$ cat src/rtl/spq_pkg.sv
package spq_pkg;

    localparam int DEPTH          = 16;
    localparam int CNT_W          = $clog2(DEPTH + 1);
    localparam int ID_W           = 16;
    localparam int PRIO_W         = 8;
    localparam int OCC_W          = 5;
    localparam logic [ID_W-1:0] FIRST_ID_RESET = ID_W'(100);

    typedef enum logic [1:0] {
        CMD_ENQUEUE = 2'd0,
        CMD_DEQUEUE = 2'd1,
        CMD_DRAIN   = 2'd2
    } t_cmd;

    typedef enum logic [1:0] {
        ST_OK    = 2'd0,
        ST_EMPTY = 2'd1,
        ST_FULL  = 2'd2
    } t_status;

    typedef enum logic [2:0] {
        DP_NONE,
        DP_INSERT,
        DP_POP,
        DP_FULL,
        DP_EMPTY
    } t_dp_op;

    typedef enum logic {
        S_IDLE,
        S_DRAIN
    } t_state;

    typedef struct packed {
        t_dp_op op;
        logic   last;
    } t_dp_cmd;

    typedef struct packed {
        logic empty;
        logic full;
        logic one_left;
    } t_dp_stat;

endpackage

$ cat src/rtl/spq_datapath.sv
module spq_datapath
    import spq_pkg::*;
(
    input  logic               i_clk,
    input  logic               i_rst_n,
    input  logic               i_cfg_wr_en,
    input  logic [ID_W-1:0]    i_cfg_wr_data,
    input  logic [PRIO_W-1:0]  i_priority_req,
    input  t_dp_cmd            i_cmd,
    output t_dp_stat           o_stat,
    output logic [1:0]         o_status,
    output logic [ID_W-1:0]    o_entry_id,
    output logic [PRIO_W-1:0]  o_entry_priority,
    output logic [OCC_W-1:0]   o_occupancy,
    output logic               o_last
);

    // row of cells, front at index 0
    logic [PRIO_W-1:0] r_prio [DEPTH];
    logic [ID_W-1:0]   r_id   [DEPTH];
    logic [PRIO_W-1:0] n_prio [DEPTH];
    logic [ID_W-1:0]   n_id   [DEPTH];
    logic [CNT_W-1:0]  r_count, n_count;
    logic [ID_W-1:0]   r_next_id, n_next_id;

    t_status           r_status, n_status;
    logic [ID_W-1:0]   r_out_id, n_out_id;
    logic [PRIO_W-1:0] r_out_prio, n_out_prio;
    logic [OCC_W-1:0]  r_out_occ, n_out_occ;
    logic              r_out_last, n_out_last;

    logic [DEPTH-1:0]  mark;

    assign o_stat.empty    = (r_count == '0);
    assign o_stat.full     = (r_count == CNT_W'(DEPTH));
    assign o_stat.one_left = (r_count == CNT_W'(1));

    // a cell is marked when it lies at or behind the insertion point
    always_comb begin
        for (int i = 0; i < DEPTH; i++) begin
            mark[i] = (CNT_W'(i) >= r_count) || (r_prio[i] > i_priority_req);
        end
    end

    always_comb begin
        n_prio     = r_prio;
        n_id       = r_id;
        n_count    = r_count;
        n_next_id  = r_next_id;
        n_status   = r_status;
        n_out_id   = r_out_id;
        n_out_prio = r_out_prio;
        n_out_occ  = r_out_occ;
        n_out_last = r_out_last;

        unique case (i_cmd.op)
            DP_INSERT: begin
                if (mark[0]) begin
                    n_prio[0] = i_priority_req;
                    n_id[0]   = r_next_id;
                end
                for (int i = 1; i < DEPTH; i++) begin
                    if (mark[i]) begin
                        n_prio[i] = mark[i-1] ? r_prio[i-1] : i_priority_req;
                        n_id[i]   = mark[i-1] ? r_id[i-1]   : r_next_id;
                    end
                end
                n_count    = r_count + CNT_W'(1);
                n_next_id  = r_next_id + ID_W'(1);
                n_status   = ST_OK;
                n_out_id   = r_next_id;
                n_out_prio = i_priority_req;
                n_out_occ  = OCC_W'(r_count + CNT_W'(1));
                n_out_last = i_cmd.last;
            end
            DP_POP: begin
                for (int i = 0; i < DEPTH - 1; i++) begin
                    n_prio[i] = r_prio[i+1];
                    n_id[i]   = r_id[i+1];
                end
                n_count    = r_count - CNT_W'(1);
                n_status   = ST_OK;
                n_out_id   = r_id[0];
                n_out_prio = r_prio[0];
                n_out_occ  = OCC_W'(r_count - CNT_W'(1));
                n_out_last = i_cmd.last;
            end
            DP_FULL: begin
                n_status   = ST_FULL;
                n_out_id   = '0;
                n_out_prio = '0;
                n_out_occ  = OCC_W'(r_count);
                n_out_last = 1'b1;
            end
            DP_EMPTY: begin
                n_status   = ST_EMPTY;
                n_out_id   = '0;
                n_out_prio = '0;
                n_out_occ  = '0;
                n_out_last = 1'b1;
            end
            default: begin
            end
        endcase

        if (i_cfg_wr_en) begin
            n_next_id = i_cfg_wr_data;
        end
    end

    always_ff @(posedge i_clk) begin
        if (!i_rst_n) begin
            r_count   <= '0;
            r_next_id <= FIRST_ID_RESET;
        end else begin
            r_count   <= n_count;
            r_next_id <= n_next_id;
        end
        r_prio     <= n_prio;
        r_id       <= n_id;
        r_status   <= n_status;
        r_out_id   <= n_out_id;
        r_out_prio <= n_out_prio;
        r_out_occ  <= n_out_occ;
        r_out_last <= n_out_last;
    end

    assign o_status         = r_status;
    assign o_entry_id       = r_out_id;
    assign o_entry_priority = r_out_prio;
    assign o_occupancy      = r_out_occ;
    assign o_last           = r_out_last;

    a_count_bound: assert property (@(posedge i_clk) disable iff (!i_rst_n)
        r_count <= CNT_W'(DEPTH))
        else $error("entry count beyond depth");

    a_no_insert_full: assert property (@(posedge i_clk) disable iff (!i_rst_n)
        o_stat.full |-> i_cmd.op != DP_INSERT)
        else $error("insert into a full row");

    a_no_pop_empty: assert property (@(posedge i_clk) disable iff (!i_rst_n)
        o_stat.empty |-> i_cmd.op != DP_POP)
        else $error("pop from an empty row");

endmodule

$ cat src/rtl/spq_ctrl.sv
module spq_ctrl
    import spq_pkg::*;
(
    input  logic        i_clk,
    input  logic        i_rst_n,
    input  logic        i_in_valid,
    output logic        o_in_stall,
    input  logic [1:0]  i_command,
    output logic        o_out_valid,
    input  logic        i_out_stall,
    input  t_dp_stat    i_stat,
    output t_dp_cmd     o_cmd
);

    t_state r_state, n_state;
    logic   r_out_valid, n_out_valid;
    logic   out_free;

    assign out_free = !r_out_valid || !i_out_stall;

    always_comb begin
        n_state    = r_state;
        o_cmd.op   = DP_NONE;
        o_cmd.last = 1'b1;
        o_in_stall = 1'b1;

        unique case (r_state)
            S_IDLE: begin
                o_in_stall = !out_free;
                if (i_in_valid && out_free) begin
                    unique case (t_cmd'(i_command))
                        CMD_ENQUEUE: begin
                            o_cmd.op = i_stat.full ? DP_FULL : DP_INSERT;
                        end
                        CMD_DEQUEUE: begin
                            o_cmd.op = i_stat.empty ? DP_EMPTY : DP_POP;
                        end
                        CMD_DRAIN: begin
                            if (i_stat.empty) begin
                                o_cmd.op = DP_EMPTY;
                            end else begin
                                o_cmd.op   = DP_POP;
                                o_cmd.last = i_stat.one_left;
                                if (!i_stat.one_left) begin
                                    n_state = S_DRAIN;
                                end
                            end
                        end
                        default: begin
                        end
                    endcase
                end
            end
            S_DRAIN: begin
                if (out_free) begin
                    o_cmd.op   = DP_POP;
                    o_cmd.last = i_stat.one_left;
                    if (i_stat.one_left) begin
                        n_state = S_IDLE;
                    end
                end
            end
            default: begin
                n_state = S_IDLE;
            end
        endcase

        n_out_valid = (o_cmd.op != DP_NONE) ? 1'b1 : (r_out_valid && i_out_stall);
    end

    always_ff @(posedge i_clk) begin
        if (!i_rst_n) begin
            r_state     <= S_IDLE;
            r_out_valid <= 1'b0;
        end else begin
            r_state     <= n_state;
            r_out_valid <= n_out_valid;
        end
    end

    assign o_out_valid = r_out_valid;

    a_drain_not_empty: assert property (@(posedge i_clk) disable iff (!i_rst_n)
        r_state == S_DRAIN |-> !i_stat.empty)
        else $error("drain running on an empty queue");

    a_load_when_free: assert property (@(posedge i_clk) disable iff (!i_rst_n)
        o_cmd.op != DP_NONE |-> out_free)
        else $error("result overwritten while held");

    a_drain_ends: assert property (@(posedge i_clk) disable iff (!i_rst_n)
        (r_state == S_DRAIN && out_free && i_stat.one_left) |=> r_state == S_IDLE)
        else $error("drain did not finish on its last entry");

    a_stall_outside_idle: assert property (@(posedge i_clk) disable iff (!i_rst_n)
        r_state == S_DRAIN |-> o_in_stall)
        else $error("input taken during drain");

endmodule

$ cat src/rtl/stable_priority_queue.sv
// Stable priority queue of up to 16 entries; lower priority value is more urgent,
// equal priorities leave in arrival order.
// Input channel: i_in_valid / o_in_stall carry a beat of i_command and
// i_priority_req. Output channel: o_out_valid / i_out_stall carry a result
// beat (status, id, priority, occupancy, last).
// Enqueue, dequeue and an empty or full reply give one result, registered in
// the cycle after the input beat. Drain gives one result per held entry, one a
// cycle while the receiver does not stall, o_last on the final one; the input
// is stalled until the drain has handed its last result to the output register.
// Command value 3 is taken and gives no result.
// Throughput: one command per cycle while no drain runs and the output is taken
// each cycle; the shift-insert cell row inserts or removes one entry per cycle.
// A single output register holds a result while i_out_stall is high; a new
// beat is accepted in idle whenever that register is empty or being taken.
// i_cfg_wr_en with i_cfg_wr_data sets the identifier of the next enqueued
// entry; write only while the queue is idle.
// Reset (synchronous, i_rst_n low) empties the queue, clears o_out_valid and
// sets the next identifier to 100.
module stable_priority_queue
    import spq_pkg::*;
(
    input  logic               i_clk,
    input  logic               i_rst_n,
    input  logic               i_cfg_wr_en,
    input  logic [ID_W-1:0]    i_cfg_wr_data,
    input  logic               i_in_valid,
    output logic               o_in_stall,
    input  logic [1:0]         i_command,
    input  logic [PRIO_W-1:0]  i_priority_req,
    output logic               o_out_valid,
    input  logic               i_out_stall,
    output logic [1:0]         o_status,
    output logic [ID_W-1:0]    o_entry_id,
    output logic [PRIO_W-1:0]  o_entry_priority,
    output logic [OCC_W-1:0]   o_occupancy,
    output logic               o_last
);

    t_dp_cmd  dp_cmd;
    t_dp_stat dp_stat;

    spq_ctrl u_ctrl (
        .i_clk       (i_clk),
        .i_rst_n     (i_rst_n),
        .i_in_valid  (i_in_valid),
        .o_in_stall  (o_in_stall),
        .i_command   (i_command),
        .o_out_valid (o_out_valid),
        .i_out_stall (i_out_stall),
        .i_stat      (dp_stat),
        .o_cmd       (dp_cmd)
    );

    spq_datapath u_datapath (
        .i_clk            (i_clk),
        .i_rst_n          (i_rst_n),
        .i_cfg_wr_en      (i_cfg_wr_en),
        .i_cfg_wr_data    (i_cfg_wr_data),
        .i_priority_req   (i_priority_req),
        .i_cmd            (dp_cmd),
        .o_stat           (dp_stat),
        .o_status         (o_status),
        .o_entry_id       (o_entry_id),
        .o_entry_priority (o_entry_priority),
        .o_occupancy      (o_occupancy),
        .o_last           (o_last)
    );

endmodule

$ cat config.mk
export PLATFORM = sky130hd
export DESIGN_NAME = stable_priority_queue
export DESIGN_NICKNAME = d
export VERILOG_FILES = /design/src/rtl/spq_pkg.sv /design/src/rtl/spq_datapath.sv /design/src/rtl/spq_ctrl.sv /design/src/rtl/stable_priority_queue.sv
export SDC_FILE = /design/constraint.sdc
export NUM_CORES = 1
export LEC_CHECK = 0
export BUFFER_PORTS_ARGS = -buffer_cell sky130_fd_sc_hd__buf_4
export CORE_MARGIN = 2
export CORE_UTILIZATION = 53
export DETAILED_ROUTE_END_ITERATION = 8
export MAX_ROUTING_LAYER = met4
export PLACE_DENSITY = 0.75
export SETUP_SLACK_MARGIN = 0.02
export SYNTH_ARGS = -nofsm -noshare
export SYNTH_HDL_FRONTEND = slang
export SYNTH_SLANG_ARGS = --single-unit
$ cat constraint.sdc
create_clock -name i_clk -period 5.9 [get_ports i_clk]
set_input_delay 1.18 -clock i_clk [delete_from_list [all_inputs] [get_ports i_clk]]
set_output_delay 1.18 -clock i_clk [all_outputs]
set_load 0.01 [all_outputs]
==> impl_metrics.csv <==
group,metric,value,unit
critical_path,critPathArrivalTime,4.14,ns
global_routing,grt_pass1_vias,19000,
detailed_routing,ant_nets,0,
logic_synthesis,synth_cells,2348,
critical_path,slowest_delay,0.99,ns
critical_path,crit_slowest_cell,"nand2_1",
clock_tree,cts-root-buf,"clkbuf_16",
timing,tightest_slew,1.18,ns
layout,finish.instance_area,0.0269,mm2
logic_synthesis,synth_edf_count,416,
logic_synthesis,synth-async-reset-ratio,0,%
logic_synthesis,ys_seq_elements,439,
pwr,p_sw,7450,uW
placement,place_congestion,0.945,
layout,multi_input_area,0.0107,mm2
detailed_routing,routed_wl,62.3,mm
timing,clock.fmax,245,MHz
placement,placed_area,0.0254,mm2
detailed_routing,wl_per_cell,21.2,um
clock_tree,postCtsSetupBuffers,0,
critical_path,cp_top_family,"simple AND/OR/NAND/NOR gates",
critical_path,path_cells,"inv_1 > ha_1 > and4bb_2 > o21ai_4 > o21ai_2 > nand2_4 > nand2_1",
critical_path,r2r-start,"u_datapath.r_count[1]$_SDFFE_PN0P_",
flow_run,cap_violations,0,
timing,fin_hold_ws,0.547,ns
global_routing,antenna_found_initial,0,
hold_path,hold_path_depth,2,
clock_tree,numCtsBuffers,48,
pwr,ir_drop,0.000302,V
timing,hold_viol,0,
logic_synthesis,synth.avg_cell_area,10.5,um2
global_routing,grt_max_degree,121,
hold_path,hold_start,"u_ctrl.r_state$_SDFF_PN0_",
placement,port_buffers,64,
layout,antenna_cells,0,
logic_synthesis,synth_top_area_cell,"edfxtp_1",
floorplan,core,0.0456,mm2
logic_synthesis,synth_nets,2517,
timing,setup_tns,0,ns
detailed_routing,num_vias,19000,
placement,place_hpwl,42.7,mm
logic_synthesis,synth_area_leaders,"edfxtp_1, nand2_1, o211ai_1",
clock_tree,clock_sinks,439,
hold_path,hp-class,"flop to flop",
global_routing,gr-total-overflow,0,
layout,regArea,0.0130,mm2
global_routing,grt_pass1_wl,99.9,mm
floorplan,dieWidth,219,um
critical_path,cp_num_buf_inv,1,
placement,dp.cells,2856,
logic_synthesis,ys_warn_count,0,
status,status,"finished clean",
logic_synthesis,synth_commonest_cells,"nand2_1, edfxtp_1, nand3_1",
logic_synthesis,synth_cell_types,64,
timing,clock_skew,0.0196,ns
logic_synthesis,synth_top_area_share,50.9,%
timing,fin_crit,4.09,ns
pwr,p_comb_share,44.4,%
critical_path,worstPathMaxFanout,78,
pwr,internal_power,10800,uW
floorplan,pin_count,65,
floorplan,start_util,53.9,%
floorplan,die_h,219,um
critical_path,rr_worst_depth,7,
layout,nFillCells,3638,
logic_synthesis,synth_area,0.0246,mm2
pwr,swShare,40.9,%
timing,drv_slew,0,
global_routing,track_usage,26.6,%
layout,num-nets-final,2475,
critical_path,crit_cells,7,
floorplan,die-area,0.0481,mm2
clock_tree,cts_hold_buffers,0,
timing,slew_headroom,21.5,%
timing,setup_viol,0,
logic_synthesis,ys_seq_area_share,52.7,%
clock_tree,cts_buffer_depth,3,
pwr,cellLeakagePower,0.00933,uW
clock_tree,cts_resized,0,
critical_path,r2r_setup_slack,1.81,ns
detailed_routing,drtIter0Drc,2017,
clock_tree,clk_pin_slew_worst_paths,0.06,ns
layout,final_cells,2943,
pwr,sequentialPowerShare,39.9,%
critical_path,cp_data_required_time,5.95,ns
clock_tree,clock_latency,0.61,ns
clock_tree,cts_tree,"yes",
detailed_routing,drc_errors,0,
floorplan,rows,78,
clock_tree,cts_max_level,2,
logic_synthesis,yosysMostFrequentCell,"nand2_1",
logic_synthesis,ys.flop_type,"edfxtp_1",
layout,syn_to_final_growth,9.40,%
pwr,pwr-share-clk,15.7,%
timing,rsz0062_at_grt,"no",
critical_path,startpoint_type,"flop",
pwr,powerDensity,678,mW/mm2
layout,drive_above_1_share,9.69,%
timing,finalCritPeriodShare,69.3,%
detailed_routing,drtPass1Iterations,5,
hold_path,min_to,"u_ctrl.r_state$_SDFF_PN0_",
detailed_routing,drt-vias-per-instance,6.45,
critical_path,end_kind,"flop",
critical_path,crit_type,"flop to flop",
critical_path,timing.rr.end,"u_datapath.r_id[41]$_DFFE_PP_",
worst max-delay path by stage:
stage          slack [ns]                       endpoint                          startpoint
2_1_floorplan        1.08  u_datapath.r_id[80]$_DFFE_PP_                   i_priority_req[7]
3_3_place_gp         1.48  u_datapath.r_id[41]$_DFFE_PP_                        i_command[0]
3_5_place_dp         1.45  u_datapath.r_id[44]$_DFFE_PP_                        i_command[0]
4_1_cts              1.81  u_datapath.r_id[41]$_DFFE_PP_  u_datapath.r_count[1]$_SDFFE_PN0P_
5_1_grt              1.61  u_datapath.r_id[41]$_DFFE_PP_  u_datapath.r_count[1]$_SDFFE_PN0P_
6_report             1.81  u_datapath.r_id[41]$_DFFE_PP_  u_datapath.r_count[1]$_SDFFE_PN0P_
per-stage QoR:
step                      worst slack, ns  util [%]  total power (uW)
after floorplan                      1.08         -             12900
after global placement               1.48      55.8             14900
after detailed placement             1.45      55.8             15300
after CTS                            1.81      59.0             18200
after global routing                 1.61      59.0             19400
final                                1.81      59.0             18200
registers in the layout (all words and copies together), names as in the netlist:
name,cells
u_datapath.o_entry_priority,8
u_ctrl.o_out_valid,1
u_datapath.o_occupancy,5
u_datapath.o_status,2
u_datapath.o_entry_id,16
u_datapath.o_last,1
u_ctrl.r_state,1
u_datapath.r_prio,128
u_datapath.r_count,5
u_datapath.r_id,256
u_datapath.r_next_id,16
cells by family after synthesis:
kind of cell	Yosys count	synth area share, %
and+or+nand+nor	841	15.2
xor gates and xnor gates	18	0.642
adders and majority gates	138	7.03
AOI/OAI and AO/OA	553	14.9
muxes	121	5.05
buffers and inverters	238	4.38
DFF	439	52.7
area by class of cell:
class	instances	area share, %
Clock inverter	28	0.782
Tap cell	600	2.79
Inverter	39	0.545
Multi-Input combinational cell	1671	39.8
Sequential cell	439	48.2
Timing Repair Buffer	107	3.22
Clock buffer	59	4.62
worst reg2reg max path: cells and delay by family (launching register included):
kind | cells | cell delay [ns]
flip-flops | 1 | 0.65
AO/OA/AOI/OAI | 2 | 0.39
buffers and inverters | 1 | 0.22
adder cells (fa/ha/maj) | 1 | 0.28
AND/OR/NAND/NOR | 3 | 1.99
layer usage:
layer  GRT usage (%)  share of wire [%]  up-vias
met4            10.3                3.7        0
met3            3.37                5.2      158
met1            33.3                 41     9390
li1                -                  -     8747
met5               -                  0        -
met2            44.1                 50      674
layout by cell type (no fill, tap or decap), types with 10 or more instances in the layout:
| cell | n |
|---|---|
| edfxtp_1 | 416 |
| nor2b_1 | 11 |
| mux2_2 | 23 |
| mux2i_1 | 98 |
| nand2_1 | 478 |
| o21a_1 | 13 |
| clkinv_1 | 15 |
| o211ai_1 | 238 |
| clkbuf_16 | 48 |
| nand4_1 | 34 |
| nand3_1 | 251 |
| dfxtp_1 | 23 |
| or3_1 | 10 |
| clkbuf_1 | 11 |
| o221ai_1 | 10 |
| o21ai_0 | 165 |
| ha_1 | 138 |
| inv_1 | 38 |
| a21oi_1 | 63 |
| buf_4 | 102 |
| nor2_1 | 21 |
power by group through the flow:
stage | registers (uW) | logic, uW | clock network [uW]
finish | 7270 | 8090 | 2860
global route | 7420 | 8960 | 3020
CTS | 7230 | 8040 | 2900
detailed placement | 7270 | 8000 | 0
global placement | 7260 | 7600 | 0
floorplan | 6890 | 5980 | 0
Note: power is estimated with default switching activity, not from simulation.
